## src/design/i2cm_pkg.sv

```systemverilog
// ----------------------------------------------------------------------------
// i2cm_pkg
// Shared types and constants of the I2C master byte engine.
// ----------------------------------------------------------------------------
package i2cm_pkg;

   localparam logic [2:0] OP_IDLE  = 3'd0;
   localparam logic [2:0] OP_START = 3'd1;
   localparam logic [2:0] OP_STOP  = 3'd2;
   localparam logic [2:0] OP_WRITE = 3'd3;
   localparam logic [2:0] OP_READ  = 3'd4;

   localparam logic [7:0] PHASE_TICKS_RESET = 8'd70;

   // phases per command
   localparam logic [4:0] START_PHASES = 5'd4;
   localparam logic [4:0] STOP_PHASES  = 5'd3;
   localparam logic [4:0] WRITE_PHASES = 5'd27;
   localparam logic [4:0] READ_PHASES  = 5'd19;

   // one result beat
   typedef struct packed {
      logic       ack_seen;
      logic [7:0] read_byte;
      logic       done_res;
      logic       busy_res;
      logic       sda_pull;
      logic       scl_pull;
   } result_type;

   function automatic logic [4:0] phase_total(input logic [2:0] op);
      logic [4:0] total;
      begin
         unique case (op)
            OP_START: total = START_PHASES;
            OP_STOP:  total = STOP_PHASES;
            OP_WRITE: total = WRITE_PHASES;
            OP_READ:  total = READ_PHASES;
            default:  total = 5'd0;
         endcase
         return total;
      end
   endfunction

endpackage

```

## src/design/i2cm_seq.sv

```systemverilog
// ----------------------------------------------------------------------------
// i2cm_seq
// Phase sequencer: bus line state, phase and tick counters, one step per beat.
// ----------------------------------------------------------------------------
module i2cm_seq import i2cm_pkg::*; (
   input  logic       clock,
   input  logic       reset,
   input  logic       csr_wr_en,
   input  logic [7:0] csr_wr_data,
   input  logic       step_en,
   input  logic [2:0] command,
   input  logic [7:0] write_byte,
   input  logic       send_ack,
   input  logic       sda_in,
   output result_type result
);

   logic [7:0] phase_ticks_ff;
   logic       scl_pulled_ff, scl_pulled_in;
   logic       sda_pulled_ff, sda_pulled_in;
   logic [2:0] active_op_ff, active_op_in;
   logic [4:0] phase_index_ff, phase_index_in;
   logic [7:0] tick_count_ff, tick_count_in;
   logic [7:0] shift_byte_ff, shift_byte_in;
   logic       ack_flag_ff, ack_flag_in;
   logic       ack_hold_ff, ack_hold_in;
   logic [7:0] last_read_ff, last_read_in;

   logic       apply;
   logic       done;
   logic [7:0] tick_sum;
   logic [4:0] next_phase;
   logic [8:0] div_prod;
   logic [3:0] bit_no;
   logic [4:0] sub_phase;

   always_comb begin
      scl_pulled_in  = scl_pulled_ff;
      sda_pulled_in  = sda_pulled_ff;
      active_op_in   = active_op_ff;
      phase_index_in = phase_index_ff;
      tick_count_in  = tick_count_ff;
      shift_byte_in  = shift_byte_ff;
      ack_flag_in    = ack_flag_ff;
      ack_hold_in    = ack_hold_ff;
      last_read_in   = last_read_ff;
      apply          = 1'b0;
      done           = 1'b0;
      tick_sum       = tick_count_ff + 8'd1;
      next_phase     = phase_index_ff + 5'd1;

      if (active_op_ff == OP_IDLE) begin
         if (command >= OP_START && command <= OP_READ) begin
            active_op_in   = command;
            phase_index_in = 5'd0;
            tick_count_in  = 8'd0;
            if (command == OP_WRITE) shift_byte_in = write_byte;
            if (command == OP_READ) begin
               shift_byte_in = 8'd0;
               ack_hold_in   = send_ack;
            end
            apply = 1'b1;
         end
      end else begin
         tick_count_in = tick_sum;
         // a zero length compares as always reached, i.e. one tick
         if (tick_sum >= phase_ticks_ff) begin
            tick_count_in = 8'd0;
            if (next_phase >= phase_total(active_op_ff)) begin
               if (active_op_ff == OP_READ) last_read_in = shift_byte_ff;
               active_op_in   = OP_IDLE;
               phase_index_in = 5'd0;
               done           = 1'b1;
            end else begin
               phase_index_in = next_phase;
               apply          = 1'b1;
            end
         end
      end

      // phase / 3 as multiply by 11/32, exact for phases below 32
      div_prod  = 9'(phase_index_in) * 9'd11;
      bit_no    = div_prod[8:5];
      sub_phase = phase_index_in - 5'(bit_no) * 5'd3;

      if (apply) begin
         case (active_op_in)
            OP_START: begin
               case (phase_index_in)
                  5'd0:    sda_pulled_in = 1'b0;
                  5'd1:    scl_pulled_in = 1'b0;
                  5'd2:    sda_pulled_in = 1'b1;
                  default: scl_pulled_in = 1'b1;
               endcase
            end
            OP_STOP: begin
               case (phase_index_in)
                  5'd0:    sda_pulled_in = 1'b1;
                  5'd1:    scl_pulled_in = 1'b0;
                  default: sda_pulled_in = 1'b0;
               endcase
            end
            OP_WRITE: begin
               if (phase_index_in < 5'd24) begin
                  case (sub_phase)
                     5'd0:    sda_pulled_in = ~shift_byte_in[3'd7 - bit_no[2:0]];
                     5'd1:    scl_pulled_in = 1'b0;
                     default: scl_pulled_in = 1'b1;
                  endcase
               end else if (phase_index_in == 5'd24) begin
                  sda_pulled_in = 1'b0;
               end else if (phase_index_in == 5'd25) begin
                  scl_pulled_in = 1'b0;
                  ack_flag_in   = ~sda_in;
               end else begin
                  scl_pulled_in = 1'b1;
               end
            end
            OP_READ: begin
               if (phase_index_in < 5'd16) begin
                  if (!phase_index_in[0]) begin
                     scl_pulled_in = 1'b0;
                     shift_byte_in = {shift_byte_in[6:0], sda_in};
                  end else begin
                     scl_pulled_in = 1'b1;
                  end
               end else if (phase_index_in == 5'd16) begin
                  sda_pulled_in = ack_hold_in;
               end else if (phase_index_in == 5'd17) begin
                  scl_pulled_in = 1'b0;
               end else begin
                  scl_pulled_in = 1'b1;
                  sda_pulled_in = 1'b0;
               end
            end
            default: ;
         endcase
      end

      result.scl_pull  = scl_pulled_in;
      result.sda_pull  = sda_pulled_in;
      result.busy_res  = (active_op_in != OP_IDLE);
      result.done_res  = done;
      result.read_byte = last_read_in;
      result.ack_seen  = ack_flag_in;
   end

   always_ff @(posedge clock) begin
      if (reset) begin
         phase_ticks_ff <= PHASE_TICKS_RESET;
         scl_pulled_ff  <= 1'b0;
         sda_pulled_ff  <= 1'b0;
         active_op_ff   <= OP_IDLE;
         phase_index_ff <= 5'd0;
         tick_count_ff  <= 8'd0;
         shift_byte_ff  <= 8'd0;
         ack_flag_ff    <= 1'b0;
         ack_hold_ff    <= 1'b0;
         last_read_ff   <= 8'd0;
      end else begin
         if (csr_wr_en) phase_ticks_ff <= csr_wr_data;
         if (step_en) begin
            scl_pulled_ff  <= scl_pulled_in;
            sda_pulled_ff  <= sda_pulled_in;
            active_op_ff   <= active_op_in;
            phase_index_ff <= phase_index_in;
            tick_count_ff  <= tick_count_in;
            shift_byte_ff  <= shift_byte_in;
            ack_flag_ff    <= ack_flag_in;
            ack_hold_ff    <= ack_hold_in;
            last_read_ff   <= last_read_in;
         end
      end
   end

endmodule

```

## src/design/i2cm_outq.sv

```systemverilog
// ----------------------------------------------------------------------------
// i2cm_outq
// Two-entry result queue: circular buffer with read and write pointers.
// ----------------------------------------------------------------------------
module i2cm_outq import i2cm_pkg::*; (
   input  logic       clock,
   input  logic       reset,
   input  logic       push,
   input  result_type push_data,
   output logic       full,
   output logic       out_valid,
   input  logic       out_ready,
   output result_type out_data
);

   result_type entry_ff [2];
   logic       wr_ptr_ff, rd_ptr_ff;
   logic [1:0] count_ff, count_in;
   logic       pop;

   assign pop       = out_valid && out_ready;
   assign full      = (count_ff == 2'd2);
   assign out_valid = (count_ff != 2'd0);
   assign out_data  = entry_ff[rd_ptr_ff];

   always_comb begin
      count_in = count_ff;
      if (push && !pop) count_in = count_ff + 2'd1;
      else if (!push && pop) count_in = count_ff - 2'd1;
   end

   always_ff @(posedge clock) begin
      if (push) entry_ff[wr_ptr_ff] <= push_data;
   end

   always_ff @(posedge clock) begin
      if (reset) begin
         wr_ptr_ff <= 1'b0;
         rd_ptr_ff <= 1'b0;
         count_ff  <= 2'd0;
      end else begin
         if (push) wr_ptr_ff <= ~wr_ptr_ff;
         if (pop) rd_ptr_ff <= ~rd_ptr_ff;
         count_ff <= count_in;
      end
   end

endmodule

```

## src/design/i2c_master_byte_engine.sv

```systemverilog
// The result of a tick beat is registered in the queue and shown on rsp once older beats are taken.
// Throughput: one tick beat per cycle while rsp is drained; the sequencer
// state is updated as each beat is taken and a two-entry queue buffers results.
// req_tready drops only when both queue entries hold untaken beats.
// Reset (synchronous, active high): lines released, idle, phase_ticks = 70,
// queue empty.
// ----------------------------------------------------------------------------
// i2c_master_byte_engine
// Open-drain I2C master stepping SCL/SDA phases one tick beat at a time.
// ----------------------------------------------------------------------------
module i2c_master_byte_engine import i2cm_pkg::*; (
   input  logic        clock,
   input  logic        reset,
   input  logic        csr_wr_en,
   input  logic [7:0]  csr_wr_data,   // phase_ticks
   input  logic        req_tvalid,
   output logic        req_tready,
   input  logic [15:0] req_tdata,     // write_byte[7:0], send_ack[8], sda_in[9], zero
   input  logic [2:0]  req_tuser,     // command[2:0]
   output logic        rsp_tvalid,
   input  logic        rsp_tready,
   output logic [15:0] rsp_tdata      // scl_pull[0], sda_pull[1], busy_res[2],
                                      // done_res[3], read_byte[11:4], ack_seen[12]
);

   logic       step_en;
   logic       q_full;
   result_type step_res;
   result_type out_res;

   assign req_tready = ~q_full;
   assign step_en    = req_tvalid && req_tready;

   i2cm_seq u_seq (
      .clock       (clock),
      .reset       (reset),
      .csr_wr_en   (csr_wr_en),
      .csr_wr_data (csr_wr_data),
      .step_en     (step_en),
      .command     (req_tuser),
      .write_byte  (req_tdata[7:0]),
      .send_ack    (req_tdata[8]),
      .sda_in      (req_tdata[9]),
      .result      (step_res)
   );

   i2cm_outq u_outq (
      .clock     (clock),
      .reset     (reset),
      .push      (step_en),
      .push_data (step_res),
      .full      (q_full),
      .out_valid (rsp_tvalid),
      .out_ready (rsp_tready),
      .out_data  (out_res)
   );

   assign rsp_tdata = {3'd0, out_res.ack_seen, out_res.read_byte, out_res.done_res,
                       out_res.busy_res, out_res.sda_pull, out_res.scl_pull};

endmodule

```

## config.mk

```make
export PLATFORM = sky130hd
export DESIGN_NAME = i2c_master_byte_engine
export DESIGN_NICKNAME = d
export VERILOG_FILES = /design/src/design/i2cm_pkg.sv /design/src/design/i2cm_seq.sv /design/src/design/i2cm_outq.sv /design/src/design/i2c_master_byte_engine.sv
export SDC_FILE = /design/constraint.sdc
export NUM_CORES = 1
export LEC_CHECK = 0
export BUFFER_PORTS_ARGS = -buffer_cell sky130_fd_sc_hd__buf_2
export CAP_MARGIN = 20
export CORE_UTILIZATION = 40
export CTS_BUF_LIST = sky130_fd_sc_hd__clkbuf_8
export CTS_CLUSTER_SIZE = 12
export DETAILED_ROUTE_END_ITERATION = 10
export GPL_ROUTABILITY_DRIVEN = 0
export SLEW_MARGIN = 20
export SYNTH_ARGS = -nofsm -noshare
export SYNTH_HDL_FRONTEND = slang
export SYNTH_HIERARCHICAL = 1
export SYNTH_SLANG_ARGS = --single-unit
```

## constraint.sdc

```tcl
create_clock -name clock -period 8.6 [get_ports clock]
set_input_delay 0.43 -clock clock [delete_from_list [all_inputs] [get_ports clock]]
set_output_delay 0.43 -clock clock [all_outputs]
set_load 0.01 [all_outputs]
```

==> results of run 1 <==
==> power breakdown <==
| part | switching [mW] | leakage [nW] | internal [mW] |
|---|---|---|---|
| Combinational | 0.396 | 1.48 | 0.283 |
| Sequential | 0.0452 | 0.651 | 0.434 |
| Clock | 0.145 | 0.0988 | 0.139 |
| Total | 0.587 | 2.23 | 0.856 |
==> layout make-up <==
| cell class | count | area (um2) |
|---|---|---|
| Clock buffer | 9 | 124 |
| Tap cell | 147 | 184 |
| Timing Repair Buffer | 43 | 223 |
| Inverter | 29 | 109 |
| Fill cell | 1177 | 6560 |
| Clock inverter | 7 | 82.6 |
| Sequential cell | 75 | 1760 |
| Multi-Input combinational cell | 398 | 2920 |
==> cells in the mapped netlist (all sizes together), types with 3 or more instances <==
library cell,instances
nand2b,3
mux2i,17
o22ai,9
nor4,3
nor3,16
edfxtp,26
a31oi,4
xor2,10
a21o,5
clkbuf,16
and2,3
mux2,25
nand3b,7
nand2,33
o211ai,5
dfxtp,49
nand3,14
a22oi,9
and3,4
or3,3
a211oi,17
a21oi,30
nand4,4
nor2b,5
xnor2,10
fa,4
o21ai,20
inv,28
nor2,70
buf,10
ha,33
==> metrics by stage <==
| stage | std cells | util, % | cell area [um2] | power, mW |
|---|---|---|---|---|
| 2_1_floorplan | 528 | - | 4910 | 1.00 |
| 3_3_place_gp | 692 | 43.4 | 5190 | 1.14 |
| 3_5_place_dp | 692 | 43.4 | 5190 | 1.16 |
| 4_1_cts | 708 | 45.1 | 5400 | 1.45 |
| 5_1_grt | 708 | 45.1 | 5400 | 1.56 |
| 6_report | 708 | 45.1 | 5400 | 1.44 |
==> layer usage <==
| layer | vias up | part of all wire, % |
|---|---|---|
| met4 | 0 | 1.8 |
| li1 | 1966 | - |
| met2 | 86 | 47 |
| met5 | - | 0 |
| met3 | 14 | 3.3 |
| met1 | 1881 | 48 |
==> critical path, delay by kind of cell, from the launching register on <==
family	cells	cell delay, ns
AO/OA/AOI/OAI	13	2.68
XOR/XNOR	2	0.47
adder cells (fa/ha/maj)	7	2.62
flip-flops	1	0.43
AND/OR/NAND/NOR	5	1.07
buffers and inverters	2	0.32
==> cell families (layout without fill, tap and decap cells) <==
kind of cell / count (synthesis) / after routing / share of synthesized area (%)
and+or+nand+nor: 173 / 173 / 17.0
buffers and inverters: 55 / 88 / 5.00
muxes: 43 / 43 / 9.93
xor gates and xnor gates: 20 / 20 / 3.73
AOI/OAI and AO/OA: 122 / 122 / 18.3
adders and majority gates: 37 / 37 / 10.1
DFF: 75 / 75 / 35.9
other: 1 / 3 / 0.0765
==> registers in the layout, summed over array words and instances, names as in the netlist, named ones only <==
name,count
u_outq/wr_ptr_ff,1
u_seq/tick_count_ff,8
u_seq/shift_byte_ff,8
u_seq/phase_index_ff,5
u_outq/count_ff,2
u_seq/scl_pulled_ff,1
u_outq/entry_ff,26
u_outq/rd_ptr_ff,1
u_seq/phase_ticks_ff,8
u_seq/ack_hold_ff,1
u_seq/active_op_ff,3
u_seq/sda_pulled_ff,1
u_seq/ack_flag_ff,1
u_seq/last_read_ff,8
==> worst max-delay path by stage <==
stage / startpoint / end / cells after the start
final: u_seq/tick_count_ff[0] / u_outq/entry_ff[1][1] / 29
after global routing: u_seq/tick_count_ff[0] / u_outq/entry_ff[0][1] / 29
after CTS: u_seq/tick_count_ff[0] / u_outq/entry_ff[1][1] / 29
after detailed placement: u_seq/tick_count_ff[0] / u_outq/entry_ff[1][1] / 29
after global placement: u_seq/tick_count_ff[0] / u_outq/entry_ff[0][1] / 29
after floorplan: u_seq/tick_count_ff[0] / u_outq/entry_ff[0][1] / 29
==> cells in the final DEF, fill, tap and decap left out, drive strengths merged, types with 3 or more instances in the layout <==
cell,instances
nor2,70
dfxtp,49
buf,43
ha,33
nand2,33
inv,32
a21oi,30
edfxtp,26
mux2,25
o21ai,20
mux2i,17
a211oi,17
nor3,16
nand3,14
xnor2,10
xor2,10
clkbuf,9
o22ai,9
a22oi,9
nand3b,7
a21o,5
o211ai,5
nor2b,5
a31oi,4
nand4,4
fa,4
and3,4
conb,3
and2,3
or3,3
nand2b,3
nor4,3
==> impl_metrics.env, run 1 <==
export IMPL_outcome="complete, no violations"
export IMPL_rsz0062_at_grt="false"
export IMPL_initial_core_util_pct=41.0
export IMPL_drc=0
export IMPL_synthTopCellsByArea="dfxtp_1, edfxtp_1, ha_1"
export IMPL_die_area_um2=12700
export IMPL_maxSlewViolCount=0
export IMPL_antenna_found_initial=0
export IMPL_routed_via_count=3947
export IMPL_critPathCaptureType="register"
export IMPL_clk_latency_ns=0.35
export IMPL_post_dp_hpwl_mm=7.95
export IMPL_crit_path_start_kind="register"
export IMPL_critical_path_class="register to register"
export IMPL_syn_instance_count=526
export IMPL_ys_flop_type="dfxtp_1"
export IMPL_period_share_pct=91.2
export IMPL_grt_max_degree=50
export IMPL_cts_reportedPaths_clkPinSlew_ns=0.09
export IMPL_met1_usage_pct=22.9
export IMPL_hold_ws_ns=0.299
export IMPL_path_max_fanout=8
export IMPL_clkSinkCount=75
export IMPL_synth_seq_cells=75
export IMPL_ctsResizeCount=0
export IMPL_synth_edf_count=26
export IMPL_syn_to_final_growth_pct=10.2
export IMPL_drt_total_wl_mm=10.8
export IMPL_skew_ns=0.0101
export IMPL_arrival_ns=7.93
export IMPL_rr_worst_depth=29
export IMPL_r2r_slack_ns=0.76
export IMPL_num_rows=40
export IMPL_yosysSeqAreaShare_pct=35.9
export IMPL_min_from="csr_wr_data[1]"
export IMPL_finalSetupTns_ns=0
export IMPL_ios=50
export IMPL_port_buffers=40
export IMPL_cts_buffers=9
export IMPL_top_usage_layer="met2"
export IMPL_track_usage_pct=17.8
export IMPL_relSlewSlack_pct=32.9
export IMPL_wire_per_inst_um=15.3
export IMPL_diodes=0
export IMPL_finalWorstSetupSlack_ns=0.758
export IMPL_core_um2=12000
export IMPL_syn_area_per_cell_um2=9.32
export IMPL_period_minus_slack_ns=7.84
export IMPL_syn_area_um2=4900
export IMPL_async_flop_share_pct=0
export IMPL_synth_top_area_share_pct=20.0
export IMPL_required_ns=8.69
export IMPL_hold_path_class="input pin to register"
export IMPL_crit_slowest_cell="fa_1"
export IMPL_r2r_end="u_outq/entry_ff[1][1]"
export IMPL_via_per_inst=5.57
export IMPL_drive_gt1_share_pct=19.1
export IMPL_dp_worst_setup_slack_ns=0.810
export IMPL_grt_util_met2_pct=30.4
export IMPL_cts_setup_buffers=0
export IMPL_htree_levels=3
export IMPL_synth_cell_type_count=76
export IMPL_cts_tree="built"
export IMPL_die_w_um=113
export IMPL_tightest_slew_ns=1.00
export IMPL_hold_depth=3
export IMPL_grt_pass1_wl_mm=18.3
export IMPL_vdd_drop_max_mv=0.0803
export IMPL_cts_path_max_buffers=2
export IMPL_globalRouteOverflowTotal=0
export IMPL_cp_slowest_stage_delay_ns=0.47
export IMPL_hold_path_end="u_seq/phase_ticks_ff[1]"
export IMPL_die_h_um=113
export IMPL_grt_pass1_vias=3836
export IMPL_yosys_area_top_type="dfxtp_1"
export IMPL_max_cap_violations=0
export IMPL_max_freq_mhz=128
export IMPL_cts_root_buffer="clkbuf_8"
export IMPL_nNetsFinal=625
export IMPL_leakage_nw=2.23
export IMPL_setup_violations_final=0
export IMPL_power_density_nw_per_um2=267
export IMPL_yosys_warnings=6
export IMPL_timing_rr_start="u_seq/tick_count_ff[0]"
export IMPL_antenna_left=0
export IMPL_finalHoldViolations=0
export IMPL_dr_pass1_iters=5
export IMPL_ctsHoldBuffers=0
export IMPL_use_met3_pct=2.95
export IMPL_path_common_cell="ha_1"
export IMPL_drt_iter0_drc=306
(Power assumes the default switching activity.)
==> inputs of run 2 (changes only) <==
--- a/config.mk
+++ b/config.mk
@@ -7,11 +7,14 @@
 export LEC_CHECK = 0
 export BUFFER_PORTS_ARGS = -buffer_cell sky130_fd_sc_hd__buf_2
 export CAP_MARGIN = 20
+export CELL_PAD_IN_SITES_DETAIL_PLACEMENT = 0
+export CELL_PAD_IN_SITES_GLOBAL_PLACEMENT = 1
 export CORE_UTILIZATION = 40
 export CTS_BUF_LIST = sky130_fd_sc_hd__clkbuf_8
 export CTS_CLUSTER_SIZE = 12
 export DETAILED_ROUTE_END_ITERATION = 10
 export GPL_ROUTABILITY_DRIVEN = 0
+export PLACE_DENSITY_LB_ADDON = 0.1
 export SLEW_MARGIN = 20
 export SYNTH_ARGS = -nofsm -noshare
 export SYNTH_HDL_FRONTEND = slang
==> impl_metrics.env, run 2 (synthesis gave the netlist of run 1 again) <==
export IMPL_period_share_pct=91.6
export IMPL_mostFrequentLayoutCells="nor2_1, dfxtp_1, buf_2"
export IMPL_globalRouteOverflowTotal=0
export IMPL_crit_path_start_kind="register"
export IMPL_ctsResizeCount=0
export IMPL_grt_max_degree=50
export IMPL_power_density_nw_per_um2=265
export IMPL_finalWorstSetupSlack_ns=0.722
export IMPL_antenna_left=0
export IMPL_drc=0
export IMPL_diodes=0
export IMPL_rsz0062_at_grt="false"
export IMPL_cts_buffers=9
export IMPL_cp_slowest_stage_delay_ns=0.48
export IMPL_routed_via_count=3926
export IMPL_clk_latency_ns=0.37
export IMPL_finalHoldViolations=0
export IMPL_syn_to_final_growth_pct=9.72
export IMPL_leakage_nw=2.23
export IMPL_initial_core_util_pct=41.0
export IMPL_final_common_cell="nor2_1"
export IMPL_skew_ns=0.0156
export IMPL_cp_num_cells=29
export IMPL_pwr_share_clk_pct=18.5
export IMPL_pwr_share_comb_pct=47.9
export IMPL_cts_reportedPaths_clkPinSlew_ns=0.09
export IMPL_required_ns=8.78
export IMPL_critPathBufInv=2
export IMPL_swShare_pct=41.9
export IMPL_regMostFlops="u_outq/entry_ff"
export IMPL_die_area_um2=12700
export IMPL_antenna_found_initial=0
export IMPL_grt_util_met2_pct=31.8
export IMPL_cts_root_buffer="clkbuf_8"
export IMPL_intPower_mw=0.829
export IMPL_tightest_slew_ns=0.972
export IMPL_crit_slowest_cell="fa_1"
export IMPL_n_fill_cell=1167
export IMPL_track_usage_pct=19.3
export IMPL_core_um2=12000
export IMPL_wire_per_inst_um=16.2
export IMPL_period_minus_slack_ns=7.88
export IMPL_p_sw_mw=0.597
export IMPL_path_common_cell="ha_1"
export IMPL_drt_total_wl_mm=11.5
export IMPL_top_usage_layer="met2"
export IMPL_port_buffers=40
export IMPL_via_per_inst=5.54
export IMPL_cts_tree="built"
export IMPL_vdd_drop_max_mv=0.115
export IMPL_critPathCaptureType="register"
export IMPL_setup_violations_final=0
export IMPL_relSlewSlack_pct=35.2
export IMPL_rr_worst_depth=29
export IMPL_grt_pass1_wl_mm=19.3
export IMPL_post_dp_hpwl_mm=8.23
export IMPL_dp_worst_setup_slack_ns=0.774
export IMPL_max_freq_mhz=127
export IMPL_die_h_um=113
export IMPL_met1_usage_pct=26.0
export IMPL_critical_path_class="register to register"
export IMPL_drive_gt1_share_pct=19.0
export IMPL_cts_path_max_buffers=2
export IMPL_finalSetupTns_ns=0
export IMPL_ios=50
export IMPL_cts_setup_buffers=0
export IMPL_dr_pass1_iters=4
export IMPL_maxSlewViolCount=0
export IMPL_arrival_ns=8.06
export IMPL_num_rows=40
export IMPL_drt_iter0_drc=233
export IMPL_outcome="complete, no violations"
export IMPL_nNetsFinal=626
export IMPL_pwr_share_seq_pct=33.6
export IMPL_clkSinkCount=75
export IMPL_die_w_um=113
export IMPL_cpLargestDelayFamily="compound AO/OA/AOI/OAI gates"
export IMPL_largest_reg_flops=26
export IMPL_path_max_fanout=8
export IMPL_hold_path_class="input pin to register"
export IMPL_hold_depth=3
export IMPL_use_met3_pct=3.70
export IMPL_grt_pass1_vias=3825
export IMPL_ctsHoldBuffers=0
export IMPL_htree_levels=3
export IMPL_max_cap_violations=0
run 2: cell types whose count changed in the layout (fill, tap and decap cells not counted), sizes merged:
| cell | before | now |
|---|---|---|
| buf | 43 | 44 |
| bufinv | 1 | 0 |
| clkinv | 1 | 2 |
run 2: layout make-up:
cell class                 count  area [um2]  share of cell area [%]
multi-input combinational    398        2910                    54.1
sequential                    75        1760                    32.8
timing repair buffer          44         230                    4.28
tap                          147         184                    3.42
clock buffer                   9         124                    2.30
inverter                      29         109                    2.02
clock inverter                 7        60.1                    1.12
run 2: path summary, 6_finish.rpt:
check,from,end,slack (ns)
max,u_seq/tick_count_ff[0],u_outq/entry_ff[0][1],0.72
min,csr_wr_data[6],u_seq/phase_ticks_ff[6],0.28
max reg2reg,u_seq/tick_count_ff[0],u_outq/entry_ff[0][1],0.72
min reg2reg,u_seq/ack_hold_ff,u_seq/ack_hold_ff,0.47
run 2: worst reg2reg max path, delay by kind of cell, from the launching register on:
family                   cells  cell delay, ns
buffers and inverters        2            0.31
AO/OA/AOI/OAI               13            2.77
flip-flops                   1            0.41
XOR/XNOR                     2            0.50
AND/OR/NAND/NOR              5            1.09
adder cells (fa/ha/maj)      7            2.63
run 2: metal layers:
| metal | routed length, um | share of wire, % |
|---|---|---|
| met1 | 5650 | 49 |
| met2 | 5320 | 46 |
| met3 | 396 | 3.5 |
| met4 | 93 | 0.81 |
| met5 | 0 | 0 |
run 2: metrics by stage:
step	cells	hold slack (ns)	cell area [um2]	utilization [%]	total power, mW
2_1_floorplan	528	0.436	4910	-	1.00
3_3_place_gp	693	0.443	5190	43.4	1.15
3_5_place_dp	693	0.455	5190	43.4	1.17
4_1_cts	709	0.253	5380	45.0	1.44
5_1_grt	709	0.279	5380	45.0	1.55
6_report	709	0.284	5380	45.0	1.43
run 2: power by group through the flow:
stage          clock network, mW  registers (mW)  logic (mW)
6_report                   0.265           0.479       0.683
3_5_place_dp                   0           0.487       0.679
4_1_cts                    0.278           0.479       0.684
5_1_grt                    0.292           0.487       0.768
3_3_place_gp                   0           0.485       0.662
2_1_floorplan                  0           0.465       0.535
==> inputs of run 3 (changes only) <==
--- a/config.mk
+++ b/config.mk
@@ -5,6 +5,7 @@
 export SDC_FILE = /design/constraint.sdc
 export NUM_CORES = 1
 export LEC_CHECK = 0
+export ABC_AREA = 1
 export BUFFER_PORTS_ARGS = -buffer_cell sky130_fd_sc_hd__buf_2
 export CAP_MARGIN = 20
 export CELL_PAD_IN_SITES_DETAIL_PLACEMENT = 0
@@ -18,5 +19,4 @@
 export SLEW_MARGIN = 20
 export SYNTH_ARGS = -nofsm -noshare
 export SYNTH_HDL_FRONTEND = slang
-export SYNTH_HIERARCHICAL = 1
 export SYNTH_SLANG_ARGS = --single-unit
==> impl_metrics.env, run 3 <==
export IMPL_yosysSeqAreaShare_pct=36.2
export IMPL_track_usage_pct=19.3
export IMPL_initial_core_util_pct=41.8
export IMPL_critical_path_class="register to register"
export IMPL_finalHoldViolations=0
export IMPL_finalSetupTns_ns=0
export IMPL_diodes=0
export IMPL_intPower_mw=0.769
export IMPL_vdd_drop_max_mv=0.0691
export IMPL_critPathCaptureType="register"
export IMPL_wire_per_inst_um=13.9
export IMPL_synth_seq_cells=75
export IMPL_post_dp_hpwl_mm=8.65
export IMPL_grt_pass1_wl_mm=19.0
export IMPL_clkSinkCount=75
export IMPL_clk_latency_ns=0.36
export IMPL_hold_path_class="input pin to register"
export IMPL_cts_root_buffer="clkbuf_8"
export IMPL_synthTopCellsByCount="inv_1, nand2_1, o21ai_0"
export IMPL_ios=50
export IMPL_drt_total_wl_mm=11.3
export IMPL_num_rows=39
export IMPL_dr_pass1_iters=8
export IMPL_failed_checks="design-rule violations"
export IMPL_hold_ws_ns=0.286
export IMPL_outcome="complete, but fails checks"
export IMPL_final_common_cell="inv_1"
export IMPL_drt_iter0_drc=245
export IMPL_relSlewSlack_pct=46.1
export IMPL_syn_area_um2=4870
export IMPL_cpLargestDelayFamily="adder cells"
export IMPL_leakage_nw=2.59
export IMPL_crit_slowest_cell="fa_1"
export IMPL_max_freq_mhz=137
export IMPL_setup_violations_final=0
export IMPL_syn_to_final_growth_pct=10.1
export IMPL_port_buffers=40
export IMPL_synth_edf_count=26
export IMPL_dp_cells=796
export IMPL_async_flop_share_pct=0
export IMPL_yosys_warnings=0
export IMPL_path_max_fanout=9
export IMPL_dp_worst_setup_slack_ns=1.24
export IMPL_syn_instance_count=628
export IMPL_synthTopCellsByArea="dfxtp_1, edfxtp_1, ha_1"
export IMPL_cts_buffers=9
export IMPL_syn_area_per_cell_um2=7.75
export IMPL_grt_max_degree=44
export IMPL_p_sw_mw=0.566
export IMPL_ctsResizeCount=0
export IMPL_period_minus_slack_ns=7.30
export IMPL_tightest_slew_ns=0.805
export IMPL_cts_tree="built"
export IMPL_critPathBufInv=6
export IMPL_drive_gt1_share_pct=16.1
export IMPL_synth_cell_type_count=50
export IMPL_routed_via_count=4128
export IMPL_swShare_pct=42.4
export IMPL_pwr_share_clk_pct=18.6
export IMPL_pwr_share_seq_pct=35.2
export IMPL_max_cap_violations=0
export IMPL_pwr_share_comb_pct=46.2
export IMPL_cts_reportedPaths_clkPinSlew_ns=0.08
export IMPL_rsz0062_at_grt="false"
export IMPL_globalRouteOverflowTotal=0
export IMPL_via_per_inst=5.08
export IMPL_htree_levels=3
export IMPL_synth_most_common_cell="inv_1"
export IMPL_period_share_pct=84.9
export IMPL_arrival_ns=7.42
export IMPL_yosys_area_top_type="dfxtp_1"
export IMPL_die_w_um=112
export IMPL_die_h_um=112
export IMPL_antenna_left=0
export IMPL_grt_pass1_vias=3903
export IMPL_crit_path_start_kind="register"
export IMPL_synth_top_area_share_pct=20.1
export IMPL_finalWorstSetupSlack_ns=1.30
export IMPL_ys_flop_type="dfxtp_1"
export IMPL_drc=5
export IMPL_cts_setup_buffers=0
export IMPL_mostFrequentLayoutCells="inv_1, nand2_1, o21ai_0"
export IMPL_largest_reg_flops=26
export IMPL_maxSlewViolCount=0
export IMPL_layout_cells_non_filler=812
export IMPL_die_area_um2=12600
export IMPL_cts_path_max_buffers=2
export IMPL_skew_ns=0.00930
export IMPL_nNetsFinal=733
export IMPL_power_density_nw_per_um2=249
export IMPL_core_um2=11700
export IMPL_ctsHoldBuffers=0
export IMPL_path_common_cell="inv_1"
export IMPL_required_ns=8.72
export IMPL_regMostFlops="u_outq.entry_ff"
export IMPL_antenna_found_initial=0
export IMPL_cp_slowest_stage_delay_ns=0.49
[run 3: changes by cell type in the layout (fill, tap and decap cells not counted), sizes merged, moves of 12 or more]
cell / change
o21ai: +44
inv: +73
a21oi: +24
a211oi: -15
mux2i: -17
nand3: +30
nand2: +81
nor2: -22
mux2: -12
[run 3: worst paths after layout]
path,depth (start not counted),slack [ns],start,endpoint
worst max register to register,38,1.30,u_seq.tick_count_ff[0],u_outq.entry_ff[1][1]
worst max-delay path,38,1.30,u_seq.tick_count_ff[0],u_outq.entry_ff[1][1]
worst min register to register,2,0.47,u_seq.phase_ticks_ff[5],u_seq.phase_ticks_ff[5]
worst min-delay path,3,0.29,csr_wr_data[2],u_seq.phase_ticks_ff[2]
[run 3: layout make-up]
cell class,instances,area (um2)
Fill cell,1215,6300
Clock inverter,7,51.3
Timing Repair Buffer,41,208
Clock buffer,9,124
Inverter,103,389
Tap cell,143,179
Multi-Input combinational cell,434,2650
Sequential cell,75,1760
[run 3: metal layers]
metal,track usage [%],vias to the layer above,routed length (um)
li1,-,2157,-
met4,6.13,0,140
met1,25.0,1881,5490
met3,3.62,11,483
met5,0,-,0
met2,32.5,79,5220
[run 3: cell families (layout without fill, tap and decap cells)]
logic type / Yosys count / in the layout / share of synthesized area, %
buffers and inverters: 121 / 160 / 9.71
adders and majority gates: 37 / 37 / 10.1
AOI/OAI and AO/OA: 141 / 141 / 16.1
other: 1 / 3 / 0.0770
and+or+nand+nor: 228 / 228 / 22.6
muxes: 13 / 13 / 3.01
DFF: 75 / 75 / 36.2
xor gates and xnor gates: 12 / 12 / 2.16
[run 3: metrics by stage]
step / power [mW] / utilization, % / area [um2]
after global placement: 1.08 / 44.4 / 5180
after global routing: 1.46 / 46.0 / 5360
after floorplan: 0.941 / - / 4880
after CTS: 1.35 / 45.9 / 5360
after detailed placement: 1.10 / 44.4 / 5180
final: 1.33 / 46.0 / 5360
[run 3: power groups by stage]
| stage | Sequential, mW | Combinational (mW) | Clock [mW] |
|---|---|---|---|
| 2_1_floorplan | 0.464 | 0.476 | 0 |
| 3_3_place_gp | 0.476 | 0.602 | 0 |
| 3_5_place_dp | 0.478 | 0.617 | 0 |
| 4_1_cts | 0.471 | 0.621 | 0.260 |
| 5_1_grt | 0.477 | 0.709 | 0.275 |
| 6_report | 0.470 | 0.616 | 0.249 |
[run 3: tightest hold or removal path, stage by stage]
cell     delay, ns
buf_2         0.08
a21oi_1       0.05
o21ai_0       0.06
